==> config.mk <==
export PLATFORM = sky130hd
export DESIGN_NAME = contiguous_block_allocator
export DESIGN_NICKNAME = d
export VERILOG_FILES = /design/src/design/cba_pkg.sv /design/src/design/contiguous_block_allocator.sv /design/src/design/cba_ctrl.sv /design/src/design/cba_datapath.sv
export SDC_FILE = /design/constraint.sdc
export NUM_CORES = 1
export LEC_CHECK = 0
export BUFFER_PORTS_ARGS = -buffer_cell sky130_fd_sc_hd__buf_4
export CORE_ASPECT_RATIO = 1.75
export CORE_MARGIN = 2
export CORE_UTILIZATION = 43
export CTS_CLUSTER_DIAMETER = 50
export DETAILED_ROUTE_END_ITERATION = 10
export GPL_ROUTABILITY_DRIVEN = 0
export MAX_ROUTING_LAYER = met4
export PLACE_DENSITY = 0.71
export SYNTH_ARGS = -nofsm -noshare
export SYNTH_HDL_FRONTEND = slang
export SYNTH_SLANG_ARGS = --single-unit
==> constraint.sdc <==
create_clock -name clk -period 4.55 [get_ports clk]
set_clock_uncertainty 0.2 [all_clocks]
set_input_delay 0.91 -clock clk [delete_from_list [all_inputs] [get_ports clk]]
set_output_delay 0.91 -clock clk [all_outputs]
set_load 0.01 [all_outputs]
==> src/design/cba_pkg.sv <==
// Shared definitions for the contiguous block allocator.
// Holds field widths, status and register codes, and controller/datapath structs.
// No dependencies.
`timescale 1ns / 1ps
`default_nettype none

package cba_pkg;

    // Default pool geometry.
    localparam int DEF_NUM_BLOCKS  = 64;
    localparam int DEF_MAX_RECORDS = 16;

    // Field widths fixed by the interface.
    localparam int BYTES_W  = 19;
    localparam int OFFSET_W = 18;
    localparam int STATUS_W = 3;
    localparam int BLKIDX_W = 6;
    localparam int SHIFT_W  = 4;
    localparam int RESV_W   = 7;
    localparam int CFG_IDX_W  = 1;
    localparam int CFG_DATA_W = 7;

    // Configuration register indexes.
    localparam logic [CFG_IDX_W-1:0] REG_BLOCK_SHIFT = 1'd0;
    localparam logic [CFG_IDX_W-1:0] REG_RESERVED    = 1'd1;

    // Configuration reset values.
    localparam logic [SHIFT_W-1:0] RST_BLOCK_SHIFT = 4'd6;
    localparam logic [RESV_W-1:0]  RST_RESERVED    = 7'd2;

    // Request types.
    localparam logic REQ_ALLOC   = 1'b0;
    localparam logic REQ_RELEASE = 1'b1;

    // Result status codes.
    localparam logic [STATUS_W-1:0] ST_OK         = 3'd0;
    localparam logic [STATUS_W-1:0] ST_NO_RUN     = 3'd1;
    localparam logic [STATUS_W-1:0] ST_TOO_BIG    = 3'd2;
    localparam logic [STATUS_W-1:0] ST_TABLE_FULL = 3'd3;
    localparam logic [STATUS_W-1:0] ST_NOT_FOUND  = 3'd4;

    // Source of the block index in a result.
    typedef enum logic [1:0] {
        SRC_ZERO,
        SRC_ALLOC,
        SRC_REL
    } res_src_t;

    // Commands from the controller to the datapath.
    typedef struct packed {
        logic                load_req;
        logic                scan_step;
        logic                find_step;
        logic                mark_step;
        logic                rec_write;
        logic                rel_step;
        logic                clr_init;
        logic                clr_step;
        logic                rel_commit;
        logic                res_set;
        logic [STATUS_W-1:0] res_code;
        res_src_t            res_src;
        logic                out_load;
    } cba_cmd_t;

    // Status from the datapath to the controller.
    typedef struct packed {
        logic is_release;
        logic too_big;
        logic reserved_full;
        logic scan_hit;
        logic scan_last;
        logic find_hit;
        logic find_last;
        logic walk_last;
        logic rel_match;
        logic rel_last;
        logic out_free;
    } cba_stat_t;

endpackage

`default_nettype wire

==> src/design/contiguous_block_allocator.sv <==
// Top level of the contiguous block allocator.
// Instantiates cba_ctrl and cba_datapath; uses cba_pkg.
//
//  Channel  Handshake            Payload
//  -------  -------------------  ---------------------------------------
//  in       in_valid / in_stall  req_type, alloc_bytes, free_offset
//  out      out_valid/out_stall  status, block_index, byte_offset
//  cfg      cfg_we               cfg_addr, cfg_wdata (write only)
//
// One request is handled at a time. An allocate scans the used bits downward one per
// cycle (at most NUM_BLOCKS - reserved_blocks) for a free run, probes the records one
// per cycle for a free slot, then marks the run's blocks one per cycle. A release
// probes each record through the registered record memory port in an address and a
// compare state, then clears the record's blocks one per cycle.
// Reset clears the used and live bits at once; the record memory needs no clearing.
// The output register lets the next transaction be taken while a result waits.
`timescale 1ns / 1ps
`default_nettype none

module contiguous_block_allocator #(
    parameter int NUM_BLOCKS  = cba_pkg::DEF_NUM_BLOCKS,
    parameter int MAX_RECORDS = cba_pkg::DEF_MAX_RECORDS
) (
    input  wire                             clk,
    input  wire                             rst_n,
    input  wire                             cfg_we,
    input  wire  [cba_pkg::CFG_IDX_W-1:0]   cfg_addr,
    input  wire  [cba_pkg::CFG_DATA_W-1:0]  cfg_wdata,
    input  wire                             in_valid,
    output logic                            in_stall,
    input  wire                             req_type,
    input  wire  [cba_pkg::BYTES_W-1:0]     alloc_bytes,
    input  wire  [cba_pkg::OFFSET_W-1:0]    free_offset,
    output logic                            out_valid,
    input  wire                             out_stall,
    output logic [cba_pkg::STATUS_W-1:0]    status,
    output logic [cba_pkg::BLKIDX_W-1:0]    block_index,
    output logic [cba_pkg::OFFSET_W-1:0]    byte_offset
);
    import cba_pkg::*;

    cba_cmd_t  cmd;
    cba_stat_t stat;

    // Sequencing.
    cba_ctrl u_ctrl (
        .clk      (clk),
        .rst_n    (rst_n),
        .in_valid (in_valid),
        .in_stall (in_stall),
        .stat     (stat),
        .cmd      (cmd)
    );

    // Storage and arithmetic.
    cba_datapath #(
        .NUM_BLOCKS  (NUM_BLOCKS),
        .MAX_RECORDS (MAX_RECORDS)
    ) u_datapath (
        .clk         (clk),
        .rst_n       (rst_n),
        .cfg_we      (cfg_we),
        .cfg_addr    (cfg_addr),
        .cfg_wdata   (cfg_wdata),
        .req_type    (req_type),
        .alloc_bytes (alloc_bytes),
        .free_offset (free_offset),
        .out_valid   (out_valid),
        .out_stall   (out_stall),
        .status      (status),
        .block_index (block_index),
        .byte_offset (byte_offset),
        .cmd         (cmd),
        .stat        (stat)
    );

    // A transaction taken at the input keeps the block busy in the next cycle.
    a_busy_after_accept: assert property (@(posedge clk) disable iff (!rst_n)
        (in_valid && !in_stall) |=> in_stall)
        else $error("input taken again right after a transaction");

    // A failed request reports block zero at offset zero.
    a_fail_zero: assert property (@(posedge clk) disable iff (!rst_n)
        (out_valid && (status != ST_OK)) |-> ((block_index == '0) && (byte_offset == '0)))
        else $error("failed request carries a nonzero block");

    // Marking and clearing of used bits never overlap.
    a_mark_clear: assert property (@(posedge clk) disable iff (!rst_n)
        !(cmd.mark_step && cmd.clr_step))
        else $error("used bits marked and cleared in the same cycle");

endmodule

`default_nettype wire

==> src/design/cba_ctrl.sv <==
// Controller state machine of the contiguous block allocator.
// Sequences scan, record search, marking and release; depends on cba_pkg.
`timescale 1ns / 1ps
`default_nettype none

module cba_ctrl (
    input  wire               clk,
    input  wire               rst_n,
    input  wire               in_valid,
    output logic              in_stall,
    input  cba_pkg::cba_stat_t stat,
    output cba_pkg::cba_cmd_t  cmd
);
    import cba_pkg::*;

    localparam logic [3:0] S_IDLE     = 4'd0;
    localparam logic [3:0] S_CHECK    = 4'd1;
    localparam logic [3:0] S_SCAN     = 4'd2;
    localparam logic [3:0] S_FIND     = 4'd3;
    localparam logic [3:0] S_MARK     = 4'd4;
    localparam logic [3:0] S_REL_ADDR = 4'd5;
    localparam logic [3:0] S_REL_CMP  = 4'd6;
    localparam logic [3:0] S_CLEAR    = 4'd7;
    localparam logic [3:0] S_RESULT   = 4'd8;

    logic [3:0] state_reg;
    logic [3:0] state_next;

    // State register.
    always_ff @(posedge clk or negedge rst_n)
    begin
        if (!rst_n)
        begin
            state_reg <= S_IDLE;
        end
        else
        begin
            state_reg <= state_next;
        end
    end

    // Next state and command decode.
    always_comb
    begin
        state_next   = state_reg;
        cmd          = '0;
        cmd.res_src  = SRC_ZERO;
        in_stall     = 1'b1;
        unique case (state_reg)
            S_IDLE:
            begin
                in_stall = 1'b0;
                if (in_valid)
                begin
                    cmd.load_req = 1'b1;
                    state_next   = S_CHECK;
                end
            end
            S_CHECK:
            begin
                if (stat.is_release)
                begin
                    state_next = S_REL_ADDR;
                end
                else if (stat.too_big)
                begin
                    cmd.res_set  = 1'b1;
                    cmd.res_code = ST_TOO_BIG;
                    state_next   = S_RESULT;
                end
                else if (stat.reserved_full)
                begin
                    cmd.res_set  = 1'b1;
                    cmd.res_code = ST_NO_RUN;
                    state_next   = S_RESULT;
                end
                else
                begin
                    state_next = S_SCAN;
                end
            end
            S_SCAN:
            begin
                cmd.scan_step = 1'b1;
                if (stat.scan_hit)
                begin
                    state_next = S_FIND;
                end
                else if (stat.scan_last)
                begin
                    cmd.res_set  = 1'b1;
                    cmd.res_code = ST_NO_RUN;
                    state_next   = S_RESULT;
                end
            end
            S_FIND:
            begin
                if (stat.find_hit)
                begin
                    state_next = S_MARK;
                end
                else if (stat.find_last)
                begin
                    cmd.res_set  = 1'b1;
                    cmd.res_code = ST_TABLE_FULL;
                    state_next   = S_RESULT;
                end
                else
                begin
                    cmd.find_step = 1'b1;
                end
            end
            S_MARK:
            begin
                cmd.mark_step = 1'b1;
                if (stat.walk_last)
                begin
                    cmd.rec_write = 1'b1;
                    cmd.res_set   = 1'b1;
                    cmd.res_code  = ST_OK;
                    cmd.res_src   = SRC_ALLOC;
                    state_next    = S_RESULT;
                end
            end
            S_REL_ADDR:
            begin
                // The record memory read settles during this cycle.
                state_next = S_REL_CMP;
            end
            S_REL_CMP:
            begin
                if (stat.rel_match)
                begin
                    cmd.clr_init = 1'b1;
                    state_next   = S_CLEAR;
                end
                else if (stat.rel_last)
                begin
                    cmd.res_set  = 1'b1;
                    cmd.res_code = ST_NOT_FOUND;
                    state_next   = S_RESULT;
                end
                else
                begin
                    cmd.rel_step = 1'b1;
                    state_next   = S_REL_ADDR;
                end
            end
            S_CLEAR:
            begin
                cmd.clr_step = 1'b1;
                if (stat.walk_last)
                begin
                    cmd.rel_commit = 1'b1;
                    cmd.res_set    = 1'b1;
                    cmd.res_code   = ST_OK;
                    cmd.res_src    = SRC_REL;
                    state_next     = S_RESULT;
                end
            end
            S_RESULT:
            begin
                if (stat.out_free)
                begin
                    cmd.out_load = 1'b1;
                    state_next   = S_IDLE;
                end
            end
            default:
            begin
                state_next = S_IDLE;
            end
        endcase
    end

endmodule

`default_nettype wire

==> src/design/cba_datapath.sv <==
// Datapath of the contiguous block allocator: configuration, used bits,
// record table, scan and walk counters, and the output register. Uses cba_pkg.
`timescale 1ns / 1ps
`default_nettype none

module cba_datapath #(
    parameter int NUM_BLOCKS  = cba_pkg::DEF_NUM_BLOCKS,
    parameter int MAX_RECORDS = cba_pkg::DEF_MAX_RECORDS
) (
    input  wire                                 clk,
    input  wire                                 rst_n,
    input  wire                                 cfg_we,
    input  wire  [cba_pkg::CFG_IDX_W-1:0]       cfg_addr,
    input  wire  [cba_pkg::CFG_DATA_W-1:0]      cfg_wdata,
    input  wire                                 req_type,
    input  wire  [cba_pkg::BYTES_W-1:0]         alloc_bytes,
    input  wire  [cba_pkg::OFFSET_W-1:0]        free_offset,
    output logic                                out_valid,
    input  wire                                 out_stall,
    output logic [cba_pkg::STATUS_W-1:0]        status,
    output logic [cba_pkg::BLKIDX_W-1:0]        block_index,
    output logic [cba_pkg::OFFSET_W-1:0]        byte_offset,
    input  cba_pkg::cba_cmd_t                   cmd,
    output cba_pkg::cba_stat_t                  stat
);
    import cba_pkg::*;

    localparam int IW  = $clog2(NUM_BLOCKS);
    localparam int NW  = $clog2(NUM_BLOCKS + 1);
    localparam int RW  = (MAX_RECORDS > 1) ? $clog2(MAX_RECORDS) : 1;
    localparam int SHW = (IW + 15 > OFFSET_W) ? IW + 15 : OFFSET_W;
    localparam int CW  = (IW + 1 > RESV_W) ? IW + 1 : RESV_W;
    localparam int SUMW = BYTES_W + 1;

    localparam logic [IW-1:0]   TOP_BLOCK   = IW'(NUM_BLOCKS - 1);
    localparam logic [RW-1:0]   LAST_REC    = RW'(MAX_RECORDS - 1);
    localparam logic [SUMW-1:0] POOL_BLOCKS = SUMW'(NUM_BLOCKS);
    localparam logic [CW-1:0]   POOL_CMP    = CW'(NUM_BLOCKS);

    // Configuration registers.
    logic [SHIFT_W-1:0] blk_shift_reg;
    logic [RESV_W-1:0]  reserved_reg;

    // Captured request.
    logic                req_type_reg;
    logic                too_big_reg;
    logic [NW-1:0]       need_reg;
    logic [OFFSET_W-1:0] free_offset_reg;

    // Pool and record state.
    logic [NUM_BLOCKS-1:0]  used_reg;
    logic [MAX_RECORDS-1:0] live_reg;
    logic [2*IW-1:0]        rec_mem [MAX_RECORDS];
    logic [2*IW-1:0]        rd_reg;

    // Counters.
    logic [IW-1:0] scan_i_reg;
    logic [NW-1:0] run_reg;
    logic [RW-1:0] rec_idx_reg;
    logic [IW-1:0] walk_i_reg;
    logic [IW-1:0] walk_end_reg;
    logic [IW-1:0] alloc_start_reg;

    // Pending result.
    logic [STATUS_W-1:0] pend_status_reg;
    logic [IW-1:0]       pend_blk_reg;

    // Output register.
    logic                out_valid_reg;
    logic [STATUS_W-1:0] out_status_reg;
    logic [BLKIDX_W-1:0] out_blk_reg;
    logic [OFFSET_W-1:0] out_byte_reg;

    logic [SUMW-1:0] round_sum;
    logic [SUMW-1:0] need_full;
    logic [NW-1:0]   run_inc;
    logic [NW:0]     run_end;
    logic [IW-1:0]   rd_start;
    logic [IW-1:0]   rd_end;
    logic [SHW-1:0]  rd_shifted;
    logic [SHW-1:0]  pend_ext;
    logic [SHW-1:0]  pend_shifted;
    logic            out_free;

    // Block count needed for the request, rounded up.
    assign round_sum = SUMW'(alloc_bytes) + ((SUMW'(1) << blk_shift_reg) - SUMW'(1));
    assign need_full = round_sum >> blk_shift_reg;

    assign run_inc  = run_reg + NW'(1);
    assign run_end  = (NW + 1)'(scan_i_reg) + (NW + 1)'(need_reg) - (NW + 1)'(1);
    assign rd_start = rd_reg[2*IW-1:IW];
    assign rd_end   = rd_reg[IW-1:0];
    assign rd_shifted   = SHW'(rd_start) << blk_shift_reg;
    assign pend_ext     = SHW'(pend_blk_reg);
    assign pend_shifted = pend_ext << blk_shift_reg;
    assign out_free     = !out_valid_reg || !out_stall;

    // Status toward the controller.
    always_comb
    begin
        stat.is_release    = (req_type_reg == REQ_RELEASE);
        stat.too_big       = too_big_reg;
        stat.reserved_full = (CW'(reserved_reg) >= POOL_CMP);
        stat.scan_hit      = !used_reg[scan_i_reg] && (run_inc == need_reg);
        stat.scan_last     = (scan_i_reg == '0) || (CW'(scan_i_reg) == CW'(reserved_reg));
        stat.find_hit      = !live_reg[rec_idx_reg];
        stat.find_last     = (rec_idx_reg == LAST_REC);
        stat.walk_last     = (walk_i_reg == walk_end_reg);
        stat.rel_match     = live_reg[rec_idx_reg] && (rd_shifted == SHW'(free_offset_reg));
        stat.rel_last      = (rec_idx_reg == LAST_REC);
        stat.out_free      = out_free;
    end

    // Configuration writes.
    always_ff @(posedge clk or negedge rst_n)
    begin
        if (!rst_n)
        begin
            blk_shift_reg <= RST_BLOCK_SHIFT;
            reserved_reg  <= RST_RESERVED;
        end
        else if (cfg_we)
        begin
            unique case (cfg_addr)
                REG_BLOCK_SHIFT: blk_shift_reg <= cfg_wdata[SHIFT_W-1:0];
                REG_RESERVED:    reserved_reg  <= cfg_wdata[RESV_W-1:0];
                default:         ;
            endcase
        end
    end

    // Request capture, counters and pending result.
    always_ff @(posedge clk)
    begin
        if (cmd.load_req)
        begin
            req_type_reg    <= req_type;
            free_offset_reg <= free_offset;
            too_big_reg     <= (need_full > POOL_BLOCKS);
            need_reg        <= (need_full == '0) ? NW'(1) : need_full[NW-1:0];
            scan_i_reg      <= TOP_BLOCK;
            run_reg         <= '0;
            rec_idx_reg     <= '0;
        end
        if (cmd.scan_step)
        begin
            run_reg    <= used_reg[scan_i_reg] ? '0 : run_inc;
            scan_i_reg <= scan_i_reg - IW'(1);
            if (stat.scan_hit)
            begin
                alloc_start_reg <= scan_i_reg;
                walk_i_reg      <= scan_i_reg;
                walk_end_reg    <= run_end[IW-1:0];
            end
        end
        if (cmd.find_step || cmd.rel_step)
        begin
            rec_idx_reg <= rec_idx_reg + RW'(1);
        end
        if (cmd.clr_init)
        begin
            walk_i_reg   <= rd_start;
            walk_end_reg <= rd_end;
        end
        if (cmd.mark_step || cmd.clr_step)
        begin
            walk_i_reg <= walk_i_reg + IW'(1);
        end
        if (cmd.res_set)
        begin
            pend_status_reg <= cmd.res_code;
            case (cmd.res_src)
                SRC_ALLOC: pend_blk_reg <= alloc_start_reg;
                SRC_REL:   pend_blk_reg <= rd_start;
                default:   pend_blk_reg <= '0;
            endcase
        end
    end

    // Used bits: set while marking, cleared while releasing.
    always_ff @(posedge clk or negedge rst_n)
    begin
        if (!rst_n)
        begin
            used_reg <= '0;
        end
        else if (cmd.mark_step)
        begin
            used_reg[walk_i_reg] <= 1'b1;
        end
        else if (cmd.clr_step)
        begin
            used_reg[walk_i_reg] <= 1'b0;
        end
    end

    // Live bits of the record table.
    always_ff @(posedge clk or negedge rst_n)
    begin
        if (!rst_n)
        begin
            live_reg <= '0;
        end
        else if (cmd.rec_write)
        begin
            live_reg[rec_idx_reg] <= 1'b1;
        end
        else if (cmd.rel_commit)
        begin
            live_reg[rec_idx_reg] <= 1'b0;
        end
    end

    // Record memory: one write port, one registered read port.
    always_ff @(posedge clk)
    begin
        if (cmd.rec_write)
        begin
            rec_mem[rec_idx_reg] <= {alloc_start_reg, walk_end_reg};
        end
        rd_reg <= rec_mem[rec_idx_reg];
    end

    // Output register.
    always_ff @(posedge clk or negedge rst_n)
    begin
        if (!rst_n)
        begin
            out_valid_reg <= 1'b0;
        end
        else if (cmd.out_load)
        begin
            out_valid_reg <= 1'b1;
        end
        else if (!out_stall)
        begin
            out_valid_reg <= 1'b0;
        end
    end

    always_ff @(posedge clk)
    begin
        if (cmd.out_load)
        begin
            out_status_reg <= pend_status_reg;
            out_blk_reg    <= pend_ext[BLKIDX_W-1:0];
            out_byte_reg   <= pend_shifted[OFFSET_W-1:0];
        end
    end

    assign out_valid   = out_valid_reg;
    assign status      = out_status_reg;
    assign block_index = out_blk_reg;
    assign byte_offset = out_byte_reg;

endmodule

`default_nettype wire
# ---- Word level (Yosys, flattened, before mapping)
# Memory sizes are Yosys's and may differ from the RTL's. A register that Yosys moved wholly into a read port is not among the register bits.
# Index checks and enable logic that the tools add are counted.
dict set report totals {
  out_inout_bits 29
  ff_bits 194
  in_bits 51
  mem_bits_rw 192
  mem_count 1
  elab_cells 170
}
# name words width rd rd_ports_with_merged_regs write_ports line_no
set memory_table {}
lappend memory_table {u_datapath.rec_mem 16 12 1 1 1 cba_datapath.sv:53} ;# logic [2*IW-1:0] rec_mem [MAX_RECORDS];
dict set report op_classes {
  reduce_logical 29
  add_sub_neg 8
  n_shift 4
  n_mux 72
  order_cmp 7
  n_eq_ne 21
  n_bitwise 7
}
# operator n
set ops {}
lappend ops {{64-bit two-way mux} 2}
lappend ops {{4-bit two-way mux} 23}
lappend ops {{64-bit bitwise AND} 1}
lappend ops {{64-bit NOT} 1}
lappend ops {{64-bit bitwise OR} 1}
lappend ops {{6-bit two-way mux} 10}
lappend ops {{16-bit two-way mux} 2}
lappend ops {{4-bit case mux with 8 select lines} 1}
lappend ops {{7-bit two-way mux} 4}
lappend ops {{4-bit case mux with 6 select lines} 1}
lappend ops {{21-bit by 18-bit == test with 1-bit output} 1}
lappend ops {{6-bit by 4-bit left shift with 21-bit output} 1}
lappend ops {{19-bit by 20-bit adder with 20-bit output} 1}
lappend ops {{20-bit by 7-bit > comparator with 1-bit output, second input constant} 1}
lappend ops {{20-bit zero test} 1}
lappend ops {{1-bit two-way mux} 20}
lappend ops {{1-bit by 4-bit left shift with 20-bit output, first input constant} 1}
lappend ops {{20-bit by 4-bit right shift with 20-bit output} 1}
lappend ops {{20-bit by 1-bit subtractor with 20-bit output, second input constant} 1}
lappend ops {{6-bit by 4-bit left shift with 18-bit output} 1}
lappend ops {{16-bit bitwise AND} 1}
lappend ops {{4-bit by 3-bit == test with 1-bit output, second input constant} 4}
lappend ops {{16-bit NOT} 1}
lappend ops {{16-bit bitwise OR} 1}
lappend ops {{39 further kinds} 66}

# ---- Longest topological paths before layout
dict set report depth {
  depth_word 8
  ltp_mapped 21
  mapped_depth_nobuf 16
}

# ---- Hierarchy
# Synthesis repeated with hierarchy kept, for this count alone.
dict set report unflattened {
  cells_unflattened 1573
  hier_area_um2 20329.5
}
# module cells_each area_per_inst_um2 seq_area_each_um2 n_inst
set by_module_without_submodules {}
lappend by_module_without_submodules {cba_datapath 1499 19774.0 11254.5 1}
lappend by_module_without_submodules {cba_ctrl 74 555.5 100.1 1}

# ---- Least setup slack after synthesis
# Ideal clock, no wire load.
dict set report synth_timing {
  path_kind {register to register}
  start {reg u_datapath.blk_shift_reg[1]}
  end {reg u_datapath.too_big_reg (data pin)}
  period_less_slack_ns 5.077
  n_path_buf 3
  t_arrival_ns 4.618
  t_required_ns 4.091
  path_slack_ns -0.527
  stages_incl_launch_ff 19
  setup_time_ns 0.259
  cell_sequence {dfstp_2 -> buf_2 -> buf_2 -> and2_1 -> clkbuf_1 -> nand2_1 -> ha_1 -> inv_1 -> ha_1 -> a211oi_4 -> o211ai_4 -> a41oi_2 -> xor2_2 -> nor2_1 -> o41ai_2 -> o22ai_1 -> or3_1 -> or4_1 -> a211o_1}
}
dict set report synth_via {
  elab_chain_cells 5
}
# item line_no
set synth_rtl {}
lappend synth_rtl {{start: declaration} cba_datapath.sv:41} ;# logic [SHIFT_W-1:0] blk_shift_reg;
lappend synth_rtl {{start signal: assignment} cba_datapath.sv:125} ;# REG_BLOCK_SHIFT: blk_shift_reg <= cfg_wdata[SHIFT_W-1:0];
lappend synth_rtl {{1-bit by 4-bit left shift with 20-bit output} cba_datapath.sv:86} ;# assign round_sum = SUMW'(alloc_bytes) + ((SUMW'(1) << blk_shift_reg) - SUMW'(1));
lappend synth_rtl {{20-bit by 1-bit subtractor with 20-bit output} cba_datapath.sv:86}
lappend synth_rtl {{19-bit by 20-bit adder with 20-bit output} cba_datapath.sv:86}
lappend synth_rtl {{20-bit by 4-bit right shift with 20-bit output *} cba_datapath.sv:87} ;# assign need_full = round_sum >> blk_shift_reg;
lappend synth_rtl {{20-bit by 7-bit > comparator with 1-bit output *} cba_datapath.sv:139} ;# too_big_reg <= (need_full > POOL_BLOCKS);
lappend synth_rtl {{end signal: assignment} cba_datapath.sv:139}
lappend synth_rtl {{end: declaration} cba_datapath.sv:46} ;# logic too_big_reg;
# Every way passes the cells marked *; elsewhere a longest branch is shown, timed or not.
# A chain may end at the register's enable or synchronous reset.

# ---- Final worst setup path
dict set report layout_timing {
  start {reg u_datapath.blk_shift_reg[0]}
  end {reg u_datapath.too_big_reg (data pin)}
}
# The elaborated chain is that of the path after synthesis.

==> impl_metrics.ini <==
[run_status]
outcome = finished with violations
violations = setup timing

[grt]
grt_max_degree = 70
antenna_found_initial = 0
grt_usage_pct = 23.6
grt_pass1_vias = 15000
grt_overflow_total = 0
grt_pass1_wl_um = 85000

[floorplan]
pin_count = 80
die_h_um = 290
rows = 105
dieArea_um2 = 48700
die_w_um = 168
start_util_pct = 43.2
core_area_um2 = 46600

[detailed_routing]
final_antenna_net_count = 0
drc_errors = 0
vias = 14300
vias_per_cell = 5.87
drt-total-wl_um = 55600
post_drt_wl_per_cell_um = 22.8
dr.pass1.iters = 7
drt_iter0_markers = 1053

[timing]
fmax_mhz = 211
tightest_slew_ns = 1.18
finalCritPeriodShare_pct = 104
slew_headroom_pct = 21.0
finalHoldViolations = 0
drv_slew = 0
fin_crit_ns = 4.74
rsz0062_at_grt = yes
setup_slack_ns = -0.190
setup_viol = 2

[synth]
synth_edf_count = 290
netlist_instances = 1614
ys_ff_latch = 398
synth_area_um2 = 20100
synth_warnings = 0
synth_async_sr_flop_share_pct = 24.1
ys_seq_area_share_pct = 56.4
yosys_most_used_dff = edfxtp_1
synth_fp_nets = 1719
synth_cell_types = 91
syn_avg_cell_area_um2 = 12.5

[min_path]
hold_end = u_datapath.status[0]
hold_class = reg2reg
min_path_cells = 0
worstHoldStart = u_datapath.pend_status_reg[0]

[placed_design]
place_area_um2 = 22500
portBuffers = 79
dp_hpwl_um = 40000

[layout]
drive_gt1_share_pct = 28.0
finalCoreUtilization_pct = 51.4
layout.nets = 1923
area_growth_pct = 18.9
final_area_um2 = 24000

[power]
vdd_drop_max_uv = 259
p_leak_nw = 9.07
p_per_area_nw_per_um2 = 476
total_power_mw = 11.4

[cts]
cts.sinks = 398
clk_pin_slew_worst_paths_ns = 0.07
cts_buffer_depth = 3
cts_root_buf = clkbuf_16
tritoncts = yes
h-tree-depth = 2
cts_hold_buf = 0
insertion_delay_ns = 0.55
numCtsBuffers = 36

[worst_setup_path]
rrSetupSlack_ns = -0.19
critPathCaptureType = flop
worst_ep_required_time_ns = 4.63
r2r-end = u_datapath.too_big_reg
rr_startpoint = u_datapath.blk_shift_reg[0]
path_max_fanout = 5
reg2reg_depth = 17
cp-start-kind = flop
path_class = reg2reg
arrival_ns = 4.82

[flow_run]
max_cap_viol_count = 0
stage by stage:
step / hold slack [ns] / setup WS (ns) / TNS, ns / cells
finish: 0.222 / -0.190 / -0.348 / 2435
global route: 0.241 / -0.358 / -0.657 / 2434
CTS: 0.222 / -0.169 / -0.325 / 2431
detailed placement: 0.207 / -0.499 / -1.04 / 2360
global placement: 0.205 / -0.429 / -0.853 / 2360
floorplan: 0.200 / -0.155 / -0.216 / 1614
layout by cell type, fill, tap and decap left out, types with 6 or more instances in the layout:
cell type / n
edfxtp_1: 290
buf_4: 259
nand2_1: 182
o21ai_0: 128
mux4_2: 93
dfrtp_1: 91
nor2_1: 88
inv_1: 87
ha_1: 45
clkbuf_16: 38
o31ai_1: 36
a21oi_1: 34
nand3_1: 31
xnor2_1: 30
xor2_1: 22
nor3_1: 20
mux2i_1: 20
o21ai_1: 14
nand2b_1: 13
nand4_1: 13
mux2_2: 13
dfxtp_1: 12
or3_1: 11
a21o_1: 11
a22oi_1: 10
o211ai_1: 10
or2_2: 9
clkinv_2: 8
a31oi_1: 7
a21oi_2: 7
nor4_1: 6
and3_1: 6
or4_1: 6
o21a_1: 6
nor3_2: 6
nand3b_1: 6
a211o_1: 6
clkbuf_1: 6
power by group:
part / internal (mW) / switching [mW] / total, mW
registers: 4.36 / 0.416 / 4.78
clock network: 1.68 / 1.34 / 3.02
logic: 1.59 / 2.00 / 3.60
layer usage:
| layer | track usage, % | vias to the layer above | wire (µm) |
|---|---|---|---|
| met5 | - | - | 0 |
| met4 | 16.1 | 0 | 4570 |
| met3 | 3.08 | 237 | 2640 |
| met2 | 43.1 | 559 | 29700 |
| met1 | 23.0 | 7047 | 18700 |
| li1 | - | 6461 | - |
area by class of cell:
type	count	area, µm²
Timing Repair Buffer	261	1980
Clock buffer	49	1040
Sequential cell	398	11400
Inverter	91	342
Antenna cell	1	2.50
Tap cell	588	736
Fill cell	3891	22700
Clock inverter	17	135
Multi-Input combinational cell	1030	8360
worst max-delay path, stage by stage, from the launching register on:
cell,delay (ns)
dfrtp_2,0.42
nor2b_4,0.22
nand2_1,0.08
ha_1,0.30
inv_2,0.05
ha_4,0.16
fa_2,0.42
a211oi_4,0.42
o211ai_4,0.17
a21oi_4,0.25
buf_4,0.16
nand3b_1,0.07
nand4_1,0.21
o221a_2,0.27
o22ai_1,0.11
buf_4,0.16
or4_1,0.51
a211o_1,0.28
timing repair:
action,CTS,global route
endpoints found under the setup margin,3,3
resized for setup,22,19
setup buffers,5,3
pin swaps,10,11
cells in the mapped netlist (32+ instances only):
cell | n | area share (%)
o31ai_1 | 36 | 1.3
dfrtp_1 | 93 | 12
a21oi_1 | 40 | 0.99
xnor2_1 | 32 | 1.4
ha_1 | 52 | 3.2
mux4_2 | 93 | 10
nand2_1 | 184 | 3.4
inv_1 | 89 | 1.7
nor2_1 | 92 | 1.7
clkbuf_1 | 65 | 1.2
edfxtp_1 | 290 | 43
o21ai_0 | 130 | 3.2
worst max path at each step:
| stage | startpoint | end |
|---|---|---|
| finish | u_datapath.blk_shift_reg[0] | u_datapath.too_big_reg |
| global route | u_datapath.blk_shift_reg[0] | u_datapath.too_big_reg |
| CTS | u_datapath.blk_shift_reg[3] | u_datapath.too_big_reg |
| detailed placement | alloc_bytes[1] | u_datapath.too_big_reg |
| global placement | alloc_bytes[1] | u_datapath.too_big_reg |
| floorplan | u_datapath.blk_shift_reg[0] | u_datapath.too_big_reg |
logic make-up (layout without fill, tap and decap cells):
logic type,after synthesis,after routing,share of synthesized area (%)
and+or+nand+nor,444,444,10.4
DFF,398,398,56.4
other,0,1,0
xor gates and xnor gates,56,56,2.47
buffers and inverters,186,418,3.65
adders and majority gates,54,54,3.43
AOI/OAI and AO/OA,349,349,11.5
muxes,127,127,12.2
(Power assumes the default switching activity.)
